File: src/rtl/i2ctrm_pkg.sv
package i2ctrm_pkg;

	// event codes
	typedef enum logic [1:0] {
		OP_START     = 2'd0,
		OP_SHIFT     = 2'd1,
		OP_REG_WRITE = 2'd2,
		OP_ARM_RX    = 2'd3
	} opcode_t;

	// shift register load codes
	localparam logic [1:0] LOAD_KEEP = 2'd0;
	localparam logic [1:0] LOAD_ACK  = 2'd1;
	localparam logic [1:0] LOAD_NACK = 2'd2;
	localparam logic [1:0] LOAD_TX   = 2'd3;

	// host status codes
	localparam logic [1:0] ST_OK   = 2'd0;
	localparam logic [1:0] ST_BAD  = 2'd1;
	localparam logic [1:0] ST_FULL = 2'd2;

	// byte phases, one-hot
	typedef enum logic [7:0] {
		PH_CHECK_ADDR  = 8'b0000_0001,
		PH_SEND        = 8'b0000_0010,
		PH_REQ_REPLY   = 8'b0000_0100,
		PH_CHECK_REPLY = 8'b0000_1000,
		PH_REQ_DATA    = 8'b0001_0000,
		PH_GET_DATA    = 8'b0010_0000,
		PH_NACK        = 8'b0100_0000,
		PH_NACKED      = 8'b1000_0000
	} phase_t;

	typedef struct packed {
		logic [1:0] opcode;
		logic [7:0] bus_byte;
		logic [7:0] reg_offset;
		logic [7:0] reg_value;
		logic [7:0] receive_length;
	} in_word_t;

	typedef struct packed {
		logic       sda_drive;
		logic [1:0] shift_load;
		logic [7:0] tx_byte;
		logic       one_bit_phase;
		logic       await_start;
		logic       rx_valid;
		logic [7:0] rx_byte;
		logic       rx_done;
		logic       rx_aborted;
		logic [1:0] host_status;
	} out_word_t;

endpackage

File: src/rtl/i2ctrm_if.sv
interface i2ctrm_in_if;
	import i2ctrm_pkg::*;
	logic     valid;
	logic     ready;
	in_word_t payload;
	modport source (output valid, output payload, input ready);
	modport sink (input valid, input payload, output ready);
endinterface

interface i2ctrm_out_if;
	import i2ctrm_pkg::*;
	logic      valid;
	logic      ready;
	out_word_t payload;
	modport source (output valid, output payload, input ready);
	modport sink (input valid, input payload, output ready);
endinterface

File: src/rtl/i2ctrm_queue.sv
module i2ctrm_queue (
	input  logic                  clk,
	input  logic                  arst_n,
	input  logic                  push,
	input  i2ctrm_pkg::in_word_t  push_word,
	output logic                  full,
	input  logic                  pop,
	output i2ctrm_pkg::in_word_t  pop_word,
	output logic                  not_empty
);
	import i2ctrm_pkg::*;

	// two-entry word queue between front and back
	in_word_t   mem_q [2];
	logic       wp_q;
	logic       rp_q;
	logic [1:0] cnt_q;

	assign full      = cnt_q[1];
	assign not_empty = (cnt_q != 2'd0);
	assign pop_word  = mem_q[rp_q];

	// storage
	always_ff @(posedge clk) begin
		if (push) mem_q[wp_q] <= push_word;
	end

	// pointers
	always_ff @(posedge clk or negedge arst_n) begin
		if (!arst_n) begin
			wp_q  <= 1'b0;
			rp_q  <= 1'b0;
			cnt_q <= 2'd0;
		end else begin
			if (push) wp_q <= ~wp_q;
			if (pop) rp_q <= ~rp_q;
			case ({push, pop})
				2'b10:   cnt_q <= cnt_q + 2'd1;
				2'b01:   cnt_q <= cnt_q - 2'd1;
				default: cnt_q <= cnt_q;
			endcase
		end
	end
endmodule

File: src/rtl/i2ctrm_engine.sv
module i2ctrm_engine #(
	parameter int REG_COUNT      = 16,
	parameter int RX_QUEUE_DEPTH = 4
) (
	input  logic                  clk,
	input  logic                  arst_n,
	input  logic [7:0]            own_address,
	input  logic                  go,
	input  i2ctrm_pkg::in_word_t  word,
	output i2ctrm_pkg::out_word_t result
);
	import i2ctrm_pkg::*;

	localparam int RW = (REG_COUNT > 1) ? $clog2(REG_COUNT) : 1;
	localparam int QW = (RX_QUEUE_DEPTH > 1) ? $clog2(RX_QUEUE_DEPTH) : 1;
	localparam int UW = $clog2(RX_QUEUE_DEPTH + 1);

	logic [7:0]    regs_q [REG_COUNT];
	logic [REG_COUNT-1:0] reg_ok_q;
	logic [7:0]    lens_q [RX_QUEUE_DEPTH];
	phase_t        phase_q;
	logic [RW-1:0] send_q;
	logic [7:0]    rcvd_q;
	logic          active_q;
	logic [7:0]    alen_q;
	logic [QW-1:0] head_q;
	logic [UW-1:0] used_q;

	phase_t        ph_n;
	logic [RW-1:0] send_n;
	logic [7:0]    rcvd_n;
	logic          active_n;
	logic [7:0]    alen_n;
	logic [QW-1:0] head_n;
	logic [UW-1:0] used_n;
	logic          pop_len;
	logic          push_len;
	logic          wr_reg;
	logic [QW-1:0] tail;
	logic [8:0]    tail_sum;
	out_word_t     r;
	logic [7:0]    send_byte;

	// head plus fill is below twice the depth, one subtract wraps it
	assign tail_sum = 9'(head_q) + 9'(used_q);
	assign tail = (32'(tail_sum) >= RX_QUEUE_DEPTH) ?
		QW'(tail_sum - 9'(RX_QUEUE_DEPTH)) : QW'(tail_sum);
	assign send_byte = reg_ok_q[send_q] ? regs_q[send_q] : 8'h00;

	function automatic logic [QW-1:0] q_inc(input logic [QW-1:0] v);
		return (32'(v) == RX_QUEUE_DEPTH - 1) ? '0 : v + QW'(1);
	endfunction

	function automatic logic [RW-1:0] r_inc(input logic [RW-1:0] v);
		return (32'(v) == REG_COUNT - 1) ? '0 : v + RW'(1);
	endfunction

	// per-event next state and result word
	always_comb begin
		ph_n = phase_q; send_n = send_q; rcvd_n = rcvd_q; active_n = active_q;
		alen_n = alen_q; head_n = head_q; used_n = used_q;
		pop_len = 1'b0; push_len = 1'b0; wr_reg = 1'b0;
		r = '0;
		unique case (opcode_t'(word.opcode))
			OP_START: begin
				if (active_q) begin
					active_n = 1'b0;
					r.rx_aborted = 1'b1;
				end
				ph_n = PH_CHECK_ADDR;
			end
			OP_SHIFT: begin
				unique case (phase_q)
					PH_CHECK_ADDR: begin
						if (word.bus_byte == 8'h00 ||
							word.bus_byte[7:1] == own_address[7:1]) begin
							send_n = '0;
							rcvd_n = '0;
							if (word.bus_byte[0]) ph_n = PH_SEND;
							else if (used_q != '0) begin
								pop_len  = 1'b1;
								alen_n   = lens_q[head_q];
								head_n   = q_inc(head_q);
								used_n   = used_q - UW'(1);
								active_n = 1'b1;
								ph_n     = PH_REQ_DATA;
							end else ph_n = PH_NACK;
						end
					end
					PH_REQ_DATA: ph_n = PH_GET_DATA;
					PH_GET_DATA: begin
						if (!active_q) ph_n = PH_NACK;
						else begin
							if (rcvd_q < alen_q) begin
								r.rx_valid = 1'b1;
								r.rx_byte  = word.bus_byte;
								rcvd_n     = rcvd_q + 8'd1;
							end
							if (rcvd_n < alen_q) ph_n = PH_REQ_DATA;
							else begin
								r.rx_done = 1'b1;
								active_n  = 1'b0;
								ph_n      = PH_NACK;
							end
						end
					end
					PH_REQ_REPLY: ph_n = PH_CHECK_REPLY;
					PH_CHECK_REPLY: begin
						if (word.bus_byte != 8'h00) ph_n = PH_CHECK_ADDR;
						else begin
							r.tx_byte = send_byte;
							send_n    = r_inc(send_q);
							ph_n      = PH_REQ_REPLY;
						end
					end
					PH_SEND: begin
						r.tx_byte = send_byte;
						send_n    = r_inc(send_q);
						ph_n      = PH_REQ_REPLY;
					end
					PH_NACK: ph_n = PH_NACKED;
					PH_NACKED: ph_n = PH_NACKED;
					default: ph_n = PH_NACKED;
				endcase
				// bus outputs from the new phase
				unique case (ph_n)
					PH_CHECK_ADDR, PH_NACKED: r.await_start = 1'b1;
					PH_SEND, PH_REQ_DATA: begin
						r.sda_drive = 1'b1; r.shift_load = LOAD_ACK; r.one_bit_phase = 1'b1;
					end
					PH_REQ_REPLY: begin
						r.sda_drive = 1'b1; r.shift_load = LOAD_TX;
					end
					PH_CHECK_REPLY: begin
						r.shift_load = LOAD_ACK; r.one_bit_phase = 1'b1;
					end
					PH_GET_DATA: r.shift_load = LOAD_KEEP;
					default: begin
						r.sda_drive = 1'b1; r.shift_load = LOAD_NACK; r.one_bit_phase = 1'b1;
					end
				endcase
				if (r.shift_load != LOAD_TX) r.tx_byte = 8'h00;
			end
			OP_REG_WRITE: begin
				if (32'(word.reg_offset) >= REG_COUNT) r.host_status = ST_BAD;
				else wr_reg = 1'b1;
			end
			default: begin
				if (word.receive_length == 8'h00) r.host_status = ST_BAD;
				else if (32'(used_q) >= RX_QUEUE_DEPTH) r.host_status = ST_FULL;
				else begin
					push_len = 1'b1;
					used_n   = used_q + UW'(1);
				end
			end
		endcase
		if (pop_len) used_n = used_q - UW'(1);
	end

	assign result = r;

	// register file and length queue storage
	always_ff @(posedge clk) begin
		if (go && wr_reg) regs_q[word.reg_offset[RW-1:0]] <= word.reg_value;
		if (go && push_len) lens_q[tail] <= word.receive_length;
	end

	// control state
	always_ff @(posedge clk or negedge arst_n) begin
		if (!arst_n) begin
			reg_ok_q <= '0;
			phase_q  <= PH_CHECK_ADDR;
			send_q   <= '0;
			rcvd_q   <= '0;
			active_q <= 1'b0;
			alen_q   <= '0;
			head_q   <= '0;
			used_q   <= '0;
		end else if (go) begin
			if (wr_reg) reg_ok_q[word.reg_offset[RW-1:0]] <= 1'b1;
			phase_q  <= ph_n;
			send_q   <= send_n;
			rcvd_q   <= rcvd_n;
			active_q <= active_n;
			alen_q   <= alen_n;
			head_q   <= head_n;
			used_q   <= used_n;
		end
	end
endmodule

File: src/rtl/i2c_target_register_mailbox.sv
// channel | dir | payload      | accepted at
// in_ch   | in  | in_word_t    | valid && ready
// out_ch  | out | out_word_t   | valid && ready
// cfg     | in  | own_address  | cfg_we
// each word is accepted into a two-entry queue; the back end executes one
// word per cycle while the output is not stalled, and its result is
// registered in the output register.
// reset clears state, marks every register unwritten (it reads as zero) and empties the receive queue.
// a stalled output holds the back end; the queue then fills and drops ready.
module i2c_target_register_mailbox #(
	parameter int REG_COUNT      = 16,
	parameter int RX_QUEUE_DEPTH = 4
) (
	input  logic        clk,
	input  logic        arst_n,
	input  logic        cfg_we,
	input  logic [7:0]  cfg_wdata,
	i2ctrm_in_if.sink   in_ch,
	i2ctrm_out_if.source out_ch
);
	import i2ctrm_pkg::*;

	logic [7:0] own_addr_q;
	logic       q_full;
	logic       q_ne;
	logic       go;
	in_word_t   q_word;
	out_word_t  res;
	out_word_t  out_s2;
	logic       out_v_q;

	// configuration register
	always_ff @(posedge clk or negedge arst_n) begin
		if (!arst_n) own_addr_q <= 8'h00;
		else if (cfg_we) own_addr_q <= cfg_wdata;
	end

	// front queue
	assign in_ch.ready = ~q_full;
	assign go = q_ne && (!out_v_q || out_ch.ready);

	i2ctrm_queue u_queue (
		.clk(clk), .arst_n(arst_n),
		.push(in_ch.valid && !q_full), .push_word(in_ch.payload), .full(q_full),
		.pop(go), .pop_word(q_word), .not_empty(q_ne)
	);

	// back end
	i2ctrm_engine #(.REG_COUNT(REG_COUNT), .RX_QUEUE_DEPTH(RX_QUEUE_DEPTH)) u_engine (
		.clk(clk), .arst_n(arst_n), .own_address(own_addr_q),
		.go(go), .word(q_word), .result(res)
	);

	// output register
	always_ff @(posedge clk) begin
		if (go) out_s2 <= res;
	end

	always_ff @(posedge clk or negedge arst_n) begin
		if (!arst_n) out_v_q <= 1'b0;
		else if (go) out_v_q <= 1'b1;
		else if (out_ch.ready) out_v_q <= 1'b0;
	end

	assign out_ch.valid   = out_v_q;
	assign out_ch.payload = out_s2;
endmodule

File: src/flat_wrapper.sv
// flat-port wrapper written by rule: the top's interface ports become plain ports
module i2c_target_register_mailbox_flat import i2ctrm_pkg::*;
#(
	parameter int REG_COUNT      = 16,
	parameter int RX_QUEUE_DEPTH = 4
)
  (clk, arst_n, cfg_we, cfg_wdata, in_ch_valid, in_ch_payload, in_ch_ready, out_ch_valid, out_ch_payload, out_ch_ready);
  i2ctrm_in_if in_ch_i ();
  i2ctrm_out_if out_ch_i ();
  input  logic clk;
  input  logic arst_n;
  input  logic cfg_we;
  input  logic [7:0] cfg_wdata;
  input wire logic [$bits(in_ch_i.valid)-1:0] in_ch_valid;
  input wire logic [$bits(in_ch_i.payload)-1:0] in_ch_payload;
  output wire logic [$bits(in_ch_i.ready)-1:0] in_ch_ready;
  output wire logic [$bits(out_ch_i.valid)-1:0] out_ch_valid;
  output wire logic [$bits(out_ch_i.payload)-1:0] out_ch_payload;
  input wire logic [$bits(out_ch_i.ready)-1:0] out_ch_ready;
  assign in_ch_i.valid = in_ch_valid;
  assign in_ch_i.payload = in_ch_payload;
  assign in_ch_ready = in_ch_i.ready;
  assign out_ch_valid = out_ch_i.valid;
  assign out_ch_payload = out_ch_i.payload;
  assign out_ch_i.ready = out_ch_ready;
  i2c_target_register_mailbox #(.REG_COUNT(REG_COUNT), .RX_QUEUE_DEPTH(RX_QUEUE_DEPTH)) u_core (.clk(clk), .arst_n(arst_n), .cfg_we(cfg_we), .cfg_wdata(cfg_wdata), .in_ch(in_ch_i), .out_ch(out_ch_i));
endmodule
File: config.mk
export PLATFORM = sky130hd
export DESIGN_NAME = i2c_target_register_mailbox_flat
export DESIGN_NICKNAME = d
export VERILOG_FILES = /design/src/rtl/i2ctrm_pkg.sv /design/src/rtl/i2ctrm_if.sv /design/src/rtl/i2ctrm_queue.sv /design/src/rtl/i2ctrm_engine.sv /design/src/rtl/i2c_target_register_mailbox.sv /design/src/flat_wrapper.sv
export SDC_FILE = /design/constraint.sdc
export NUM_CORES = 1
export LEC_CHECK = 0
export ABC_AREA = 1
export BUFFER_PORTS_ARGS = -buffer_cell sky130_fd_sc_hd__buf_2
export CAP_MARGIN = 20
export CORE_MARGIN = 2
export CORE_UTILIZATION = 45
export DETAILED_ROUTE_END_ITERATION = 8
export PLACE_DENSITY = 0.64
export SYNTH_ARGS = -nofsm -noshare
export SYNTH_HDL_FRONTEND = slang
export SYNTH_SLANG_ARGS = --single-unit
File: constraint.sdc
create_clock -name clk -period 2.9 [get_ports clk]
set_clock_uncertainty 0.15 [all_clocks]
set_input_delay 0.29 -clock clk [delete_from_list [all_inputs] [get_ports clk]]
set_output_delay 0.29 -clock clk [all_outputs]
set_load 0.02 [all_outputs]
# After elaboration in Yosys (flattened, before gate mapping)
# Memory sizes are Yosys's and may differ from the RTL's. A register that Yosys moved wholly into a read port is not among the register bits.
# Cells that the tools add are included.
# Widths: inputs -> output; s select.
# word_totals
ff_bits	81
ramBits	228
inputBits	47
output_inout_bits	28
elab_cells	197
mem_count	3
# op_classes
n_addsub	9
magnitude_cmp	8
eq_ne	35
n_mux	75
n_bitwise	6
n_reduce_logical	39
# memory_table
name	depth	width	read_ports	rd_ports_with_merged_regs	write_ports	line_no	text
u_core.u_engine.regs_q	16	8	1	0	1	i2ctrm_engine.sv:18	logic [7:0] regs_q [REG_COUNT];
u_core.u_queue.mem_q	2	34	1	0	1	i2ctrm_queue.sv:14	in_word_t mem_q [2];
u_core.u_engine.lens_q	4	8	1	1	1	i2ctrm_engine.sv:20	logic [7:0] lens_q [RX_QUEUE_DEPTH];
# op_table
cell	count
$mux 8	10
$pmux 8 s2	3
$pmux 8 s6	1
$mux 1	31
$mux 7	4
$mux 3	8
$ne 3x3->1 const B	6
$eq 8x1->1 const B	2
$eq 8x2->1 const B	2
$eq 8x3->1 const B	2
$eq 8x4->1 const B	2
$eq 8x5->1 const B	2
$eq 8x6->1 const B	2
$logic_not 8->1	2
$lt 8x8->1	2
$or 16x16->16	1
$mux 4	3
$pmux 4 s3	1
$reduce_and 6->1	2
$lt 4x5->1 const B	2
$mux 2	5
$reduce_and 5->1	2
$reduce_bool 2->1	5
$mux 9	1
40 further kinds	71

# Depth between registers and ports, before layout
# Gate-level depths: netlist of run 1.
# depth
word_depth	16
ltp_mapped	22
ltp_nobuf	22

# Hierarchy
# From an unflattened synthesis of run 1, not the netlist that was laid out.
# hier_totals
cells_unflattened	1163
hier_area_um2	13384.1
# modules_own_cells
module	instances	cells_per_inst	area_per_inst_um2	seq_area_each_um2
i2ctrm_engine	1	894	9471.6	6057.1
i2ctrm_queue	1	201	2763.9	2142.1
i2c_target_register_mailbox	1	68	1148.6	1006.0

# Least setup slack after synthesis of run 1
# Ideal clock, no wire load.
# synth_path
path_type	reg2reg
startpoint	reg u_core.u_engine.alen_q[7], read port of u_core.u_engine.lens_q
endpoint	reg u_core.out_s2 (netlist bit u_core.out_ch.payload[24]), data pin
setup_ps	255
arrival_time_ps	2765
required_ps	2495
path_slack_ps	-270
stages_incl_launch_ff	18
n_path_buf	0
period_less_slack_ps	3170
cell_sequence	dfrtp_1 > inv_1 > ha_1 > a21oi_1 > o21a_1 > nand2_1 > nor4_1 > nand2_1 > nor2_1 > xor2_1 > inv_1 > ha_1 > nand2_1 > nor2_1 > a211oi_1 > nand4_1 > nand3_1 > nor2_1
# synth_via
elab_chain_cells	14
elab_cells_between_ends	21
classes_between	order compare: 2; eq/ne: 7; mux: 10; reduce/logical: 2
# synth_lines
item	line_no	text
from (decl)	i2ctrm_engine.sv:25	logic [7:0] alen_q;
$lt 8x8->1	i2ctrm_engine.sv:94	if (rcvd_q < alen_q) begin
$mux 8	i2ctrm_engine.sv:94	
$mux 8	i2ctrm_engine.sv:92	if (!active_q) ph_n = PH_NACK;
$mux 8	i2ctrm_engine.sv:73	unique case (phase_q)
$mux 8	i2ctrm_engine.sv:64	unique case (opcode_t'(word.opcode))
$lt 8x8->1 *	i2ctrm_engine.sv:99	if (rcvd_n < alen_q) ph_n = PH_REQ_DATA;
$mux 7 *	i2ctrm_engine.sv:99	
$mux 7 *	i2ctrm_engine.sv:92	
$pmux 8 s6 *	i2ctrm_engine.sv:73	
$mux 8 *	i2ctrm_engine.sv:64	
$eq 8x6->1, or another cell as far along	i2ctrm_engine.sv:126	unique case (ph_n)
$reduce_or 3->1 (no source line)	n/a	
$pmux 2 s3 *	i2ctrm_engine.sv:126	
$mux 2 *	i2ctrm_engine.sv:64	
to (signal assigned)	i2c_target_register_mailbox.sv:56	if (go) out_s2 <= res;
to (decl)	i2c_target_register_mailbox.sv:29	out_word_t out_s2;
# Mark *: on every way between the ends. The rest lies on a longest branch, timed or not. The select of a mux whose other input is x is not followed.
# A chain may end at the register's enable or synchronous reset.

# Worst setup path after layout of run 1
# Ends and elaborated chain as after synthesis.

==> results of run 1 <==
cells in the final DEF (no fill, tap or decap), types with 17 or more instances in the layout:
master | synthesis | final
nand3_1 | 32 | 30
nand2_2 | 13 | 17
clkbuf_16 | 0 | 37
edfxtp_1 | 254 | 254
buf_4 | 1 | 96
xor2_1 | 20 | 19
o22ai_1 | 17 | 17
dlygate4sd3_1 | 0 | 46
inv_1 | 101 | 99
a21oi_1 | 36 | 32
dfrtp_1 | 61 | 60
nand2_1 | 186 | 180
buf_2 | 1 | 73
o21ai_0 | 83 | 81
ha_1 | 22 | 17
nor2_1 | 101 | 98
stage by stage:
stage / worst slack, ns / hold WS [ns]
after CTS: -0.129 / 0.000840
final: -0.165 / 0.0220
after detailed placement: -0.298 / 0.294
after global placement: -0.149 / 0.291
after global routing: -0.379 / 0.0182
after floorplan: -0.0620 / -0.156
final cells by class:
type,count,share of cell area [%]
clock buffer,40,5.62
sequential,316,55.1
multi-input combinational,655,22.6
timing repair buffer,218,9.59
tap,390,2.93
clock inverter,23,1.61
inverter,116,2.61
critical path, cell delays in order, from the launching register on:
cell,delay [ns]
dfrtp_1,0.40
inv_2,0.08
ha_4,0.20
a21oi_2,0.14
o21a_1,0.20
nand2_4,0.08
nor4_4,0.16
buf_4,0.15
buf_4,0.10
xor2_2,0.14
inv_1,0.09
ha_4,0.25
a21oi_2,0.13
nor2_2,0.04
a211oi_2,0.18
nand4_1,0.16
nand3_2,0.12
nor2_1,0.05
power breakdown:
part | leakage, nW | switching [mW] | internal (mW)
registers | 3.13 | 0.308 | 5.90
logic | 2.94 | 3.59 | 1.89
clock network | 0.579 | 1.76 | 2.86
total | 6.64 | 5.66 | 10.6
synthesized netlist by cell type, drive strengths merged:
library cell    n  area, um2
a31oi          10       62.6
dfrtp          61       1530
nor3           12       70.1
a211oi          6       45.0
nor4           13       87.6
nand3          35        190
mux2            3       33.8
a22o            2       17.5
xor2           20        175
nand4          12       81.3
a311oi          3       26.3
a21oi          37        189
dfstp           1       26.3
mux2i           1       10.0
o21ai         108        593
nor2          105        409
ha             22        275
a32o            8       80.1
o211ai          1       7.51
edfxtp        254       7630
o21a            3       23.8
nand2         200        791
xnor2           2       17.5
a22oi           1       7.51
or2            22        138
buf             8       65.1
o22ai          17        106
o221ai         11       96.3
clkinv          2       7.51
clkbuf         28        105
and2            1       6.26
inv           114        428
cell families after synthesis:
group / synth area share (%)
AND/OR/NAND/NOR: 13.3
flip-flops: 68.9
AO/OA/AOI/OAI: 9.42
buffers and inverters: 4.54
XOR/XNOR: 1.45
adder cells (fa/ha/maj): 2.07
multiplexers: 0.329
registers in the layout, indices dropped and copies added (netlist names), 7 cells and up:
name                      flops
u_core.out_ch.payload        26
u_core.own_addr_q             7
u_core.u_engine.alen_q        8
u_core.u_engine.lens_q       32
u_core.u_engine.phase_q       8
u_core.u_engine.rcvd_q        8
u_core.u_engine.reg_ok_q     16
u_core.u_engine.regs_q      128
u_core.u_queue.mem_q         68
per-layer routing:
metal | vias up | global-route usage, % | routed length, um
li1 | 4379 | - | -
met1 | 4390 | 28.1 | 13900
met2 | 260 | 33.0 | 14600
met3 | 40 | 3.64 | 1670
met4 | 0 | 5.20 | 537
met5 | - | 0 | 0
worst max path at each step:
stage | startpoint | to | slack [ns] | cells after the start
after floorplan | u_core.u_engine.alen_q[7] | u_core.out_ch.payload[24] | -0.06 | 17
after global placement | u_core.u_engine.rcvd_q[5] | u_core.out_ch.payload[24] | -0.15 | 16
after detailed placement | u_core.u_engine.alen_q[7] | u_core.out_ch.payload[24] | -0.30 | 17
after CTS | u_core.u_engine.alen_q[7] | u_core.u_engine.phase_q[4] | -0.13 | 19
after global routing | u_core.u_engine.alen_q[3] | u_core.out_ch.payload[23] | -0.38 | 21
final | u_core.u_engine.alen_q[7] | u_core.out_ch.payload[24] | -0.17 | 17
what timing repair did:
action                                  CTS  global route
pin swaps                                 3             5
hold buffers                             46             0
endpoints found under the setup margin    8            28
resized for setup                        20            14
setup buffers                             3             3
endpoints found under the hold margin   112             0
==> flow_summary.ini, run 1 <==
[run_status]
status = finished with violations
violations = negative setup slack

[placement]
placed_cell_area_mm2 = 0.0148
gp_congestion = 0.804
hpwl_um = 20100
dp_cells = 1643
io_buffers = 73

[cts]
cts_max_level = 2
numCtsBuffers = 35
path_clk_slew_ns = 0.06
clock-root-buffer = clkbuf_16
clk_latency_ns = 0.51
cts_sinks = 316
clockBufferDepth = 3
cts_tree = built

[grt]
antenna_found_initial = 0
grt_pass1_wl_um = 48700
grt_max_degree = 45
grt_pass1_vias = 8958
globalRouteTotalUtil_pct = 20.2
gr-total-overflow = 0

[route]
initialDrtViolationCount = 847
drt-total-wl_um = 30700
wl_per_cell_um = 17.5
ant_nets = 0
vias = 9069
drc_errors = 0
dr.pass1.iters = 5
vias_per_cell = 5.16

[die]
rows = 63
dieArea_mm2 = 0.0310
initial_core_util_pct = 45.3
coreArea_mm2 = 0.0294
fp.dieW_um = 176
ios = 75
die_h_um = 176

[finish]
area_growth_pct = 25.1
n_antenna_cell = 0
drive_gt1_share_pct = 23.2
num-nets-final = 1411
nFillCells = 2409
final_util_pct = 56.7
final_cells = 1758
final_area_mm2 = 0.0167
multi_input_area_mm2 = 0.00376
seqCellArea_mm2 = 0.00918

[synth]
syn-cell-area_mm2 = 0.0133
seq_area_frac_synth_pct = 68.9
synthCells = 1123
synth.avg_cell_area_um2 = 11.9
yosysWarnings = 0
yosysUniqueCellTypes = 50
ys_ff_latch = 316
syn-num-nets = 1192

[critical_path]
crit-reg2reg-launch = u_core.u_engine.alen_q[7]
critPathLaunchType = flip-flop
end_kind = flip-flop
ff2ff_setup_slack_ns = -0.17
path_max_fanout = 3
reg2reg_to = u_core.out_ch.payload[24]
cp.required_ns = 3.01
worstRegToRegCells = 17
worstPathArrival_ns = 3.17
critPathKind = flip-flop to flip-flop

[power]
p_leak_nw = 6.64
p_per_area_mw_per_mm2 = 978
p_total_mw = 16.3
ir_worst_vdd_v = 0.000532

[sta]
fin_crit_ns = 3.07
relSlewSlack_pct = 34.7
min_period_over_period_pct = 106
worst_pin_slew_ns = 0.980
setup_ws_ns = -0.165
setup_viol_count_final = 6
fin_tns_setup_ns = -0.825
hold_violations = 0
clock.fmax_ghz = 0.326
report.final.slew_viol_count = 0
grt_setup_unrepaired = true

[hold_path]
hold_path.class = primary input to flip-flop
holdPathEnd = u_core.own_addr_q[7]
holdPathStages = 2
min_from = cfg_we

[job]
maxCapViolCount = 0
Power figures use the tool's default switching activity.
==> run 2, diff against run 1 <==
CORE_MARGIN = unset   (was 2)
GPL_ROUTABILITY_DRIVEN = 0   (was unset)
==> run 2 against run 1 <==
Effect of this change:
- the run still ends with negative setup slack left
- combinational power decreased by 1%
- total power decreased by 6.5%
- flip-flop and latch count unchanged
- sequential share of layout area increased by 1.0 points
- cell count decreased by 0.91%
- worst setup slack got worse by 0.059 ns
- design area decreased by 1.8%
- clock power decreased by 21%
- non-clock buffer count decreased by 2
- wire length decreased by 4.1%
- register-to-register slack got worse by 0.06 ns
- sequential power about the same
- critical endpoint is now u_core.out_ch.payload[23]
- largest cell class unchanged
==> flow_summary.ini, run 2 (same netlist as run 1, synthesis figures left out) <==
[run_status]
status = finished with violations
violations = negative setup slack

[critical_path]
critPathKind = flip-flop to flip-flop
crit_end = u_core.out_ch.payload[23]
critPathLaunchType = flip-flop
worstRegToRegCells = 23
crit-reg2reg-launch = u_core.u_engine.alen_q[2]
ff2ff_setup_slack_ns = -0.22
reg2reg_to = u_core.out_ch.payload[23]
path_max_fanout = 4
end_kind = flip-flop
cp.required_ns = 3.05
worstPathArrival_ns = 3.27
cp-startpoint = u_core.u_engine.alen_q[2]

[cts]
cts_sinks = 316
clock-root-buffer = clkbuf_16
cts_max_level = 1
clk_latency_ns = 0.55
cts_tree = built
clockBufferDepth = 3
numCtsBuffers = 31
path_clk_slew_ns = 0.06

[placement]
io_buffers = 73
placed_cell_area_mm2 = 0.0147
hpwl_um = 19100
dpl_worst_slack_ns = -0.238
dp_cells = 1625

[finish]
seqCellArea_mm2 = 0.00918
final_cells = 1742
nFillCells = 2348
area_growth_pct = 22.9
n_antenna_cell = 0
final_area_mm2 = 0.0164
num-nets-final = 1405
final_util_pct = 56.6
final_cell_mix = 254 x edfxtp_1, 179 x nand2_1, 96 x inv_1, 96 x nor2_1, 85 x buf_4
layout_commonest_cell = edfxtp_1
multi_input_area_mm2 = 0.00375
drive_gt1_share_pct = 22.5
largest_reg_flops = 128

[die]
rows = 62
ios = 75
dieArea_mm2 = 0.0303
initial_core_util_pct = 46.1
fp.dieW_um = 174
die_h_um = 174
coreArea_mm2 = 0.0289

[route]
vias = 8907
wl_per_cell_um = 16.9
initialDrtViolationCount = 701
drt-total-wl_um = 29400
ant_nets = 0
dr.pass1.iters = 5
vias_per_cell = 5.11
drc_errors = 0

[grt]
gr-total-overflow = 0
grt_pass1_vias = 8801
met3_usage_pct = 2.89
globalRouteTotalUtil_pct = 19.6
antenna_found_initial = 0
grt.busiest_layer = met2
met1_usage_pct = 28.5
grt_pass1_wl_um = 47000
grt_max_degree = 87
grt_use_met2_pct = 30.8

[power]
p_leak_nw = 6.48
p_total_mw = 15.2
ir_worst_vdd_v = 0.000664
p_per_area_mw_per_mm2 = 931

[sta]
fin_crit_ns = 3.12
hold_violations = 0
setup_viol_count_final = 6
worst_pin_slew_ns = 0.661
report.final.slew_viol_count = 0
setup_ws_ns = -0.224
fin_worst_hold_slack_ns = 0.0919
grt_setup_unrepaired = true
clock.fmax_ghz = 0.320
min_period_over_period_pct = 108
relSlewSlack_pct = 55.8
fin_tns_setup_ns = -1.01

[job]
maxCapViolCount = 0

[hold_path]
hold_path.class = primary input to flip-flop
min_from = in_ch_valid
[run 2: metal layers]
metal | vias up | share of wire [%]
met2 | 209 | 45
met5 | - | 0
met4 | 0 | 2.3
met1 | 4292 | 48
met3 | 42 | 4.7
li1 | 4364 | -
[run 2: worst max-delay path, stage by stage, from the launching register on]
cell and delay [ns]:
dfrtp_1 0.38, inv_1 0.08, ha_1 0.23, nand2_1 0.06
inv_1 0.04, nand2_1 0.06, nand2_1 0.07, nand2_2 0.08
nand2_2 0.08, buf_4 0.14, buf_4 0.13, nor3_1 0.17
xor2_1 0.22, inv_1 0.07, ha_1 0.30, nand2_1 0.06
inv_1 0.04, nand2_1 0.05, nand2_1 0.06, nand2_2 0.07
nand4_1 0.14, nand3_2 0.10, nand2_1 0.07, nand2_1 0.04
[run 2: what timing repair did]
action,4_1_cts,5_1_grt
hold endpoints to repair,98,0
setup buffers,2,6
pin swaps,6,17
hold buffers,54,0
setup endpoints to repair,7,96
resized for setup,14,25
[run 2: cell type report]
type	instances	share of cell area [%]
timing repair buffer	216	9.86
clock inverter	16	0.627
sequential	316	56.1
inverter	116	2.66
multi-input combinational	655	22.9
clock buffer	39	4.92
tap	384	2.93
[run 2: how the worst min path moves through the flow]
stage | slack, ns | cells after the start | end
2_1_floorplan | -0.16 | 0 | u_core.out_ch.valid
3_3_place_gp | 0.18 | 1 | u_core.own_addr_q[6]
3_5_place_dp | 0.19 | 1 | u_core.own_addr_q[6]
4_1_cts | 0.06 | 3 | u_core.u_queue.wp_q
5_1_grt | 0.1 | 3 | u_core.u_queue.wp_q
6_report | 0.09 | 3 | u_core.u_queue.wp_q
[run 2: power breakdown]
group	leakage, nW	switching, mW	internal, mW
registers	3.13	0.272	5.91
clock network	0.445	1.61	2.04
logic	2.91	3.54	1.88
total	6.48	5.43	9.82
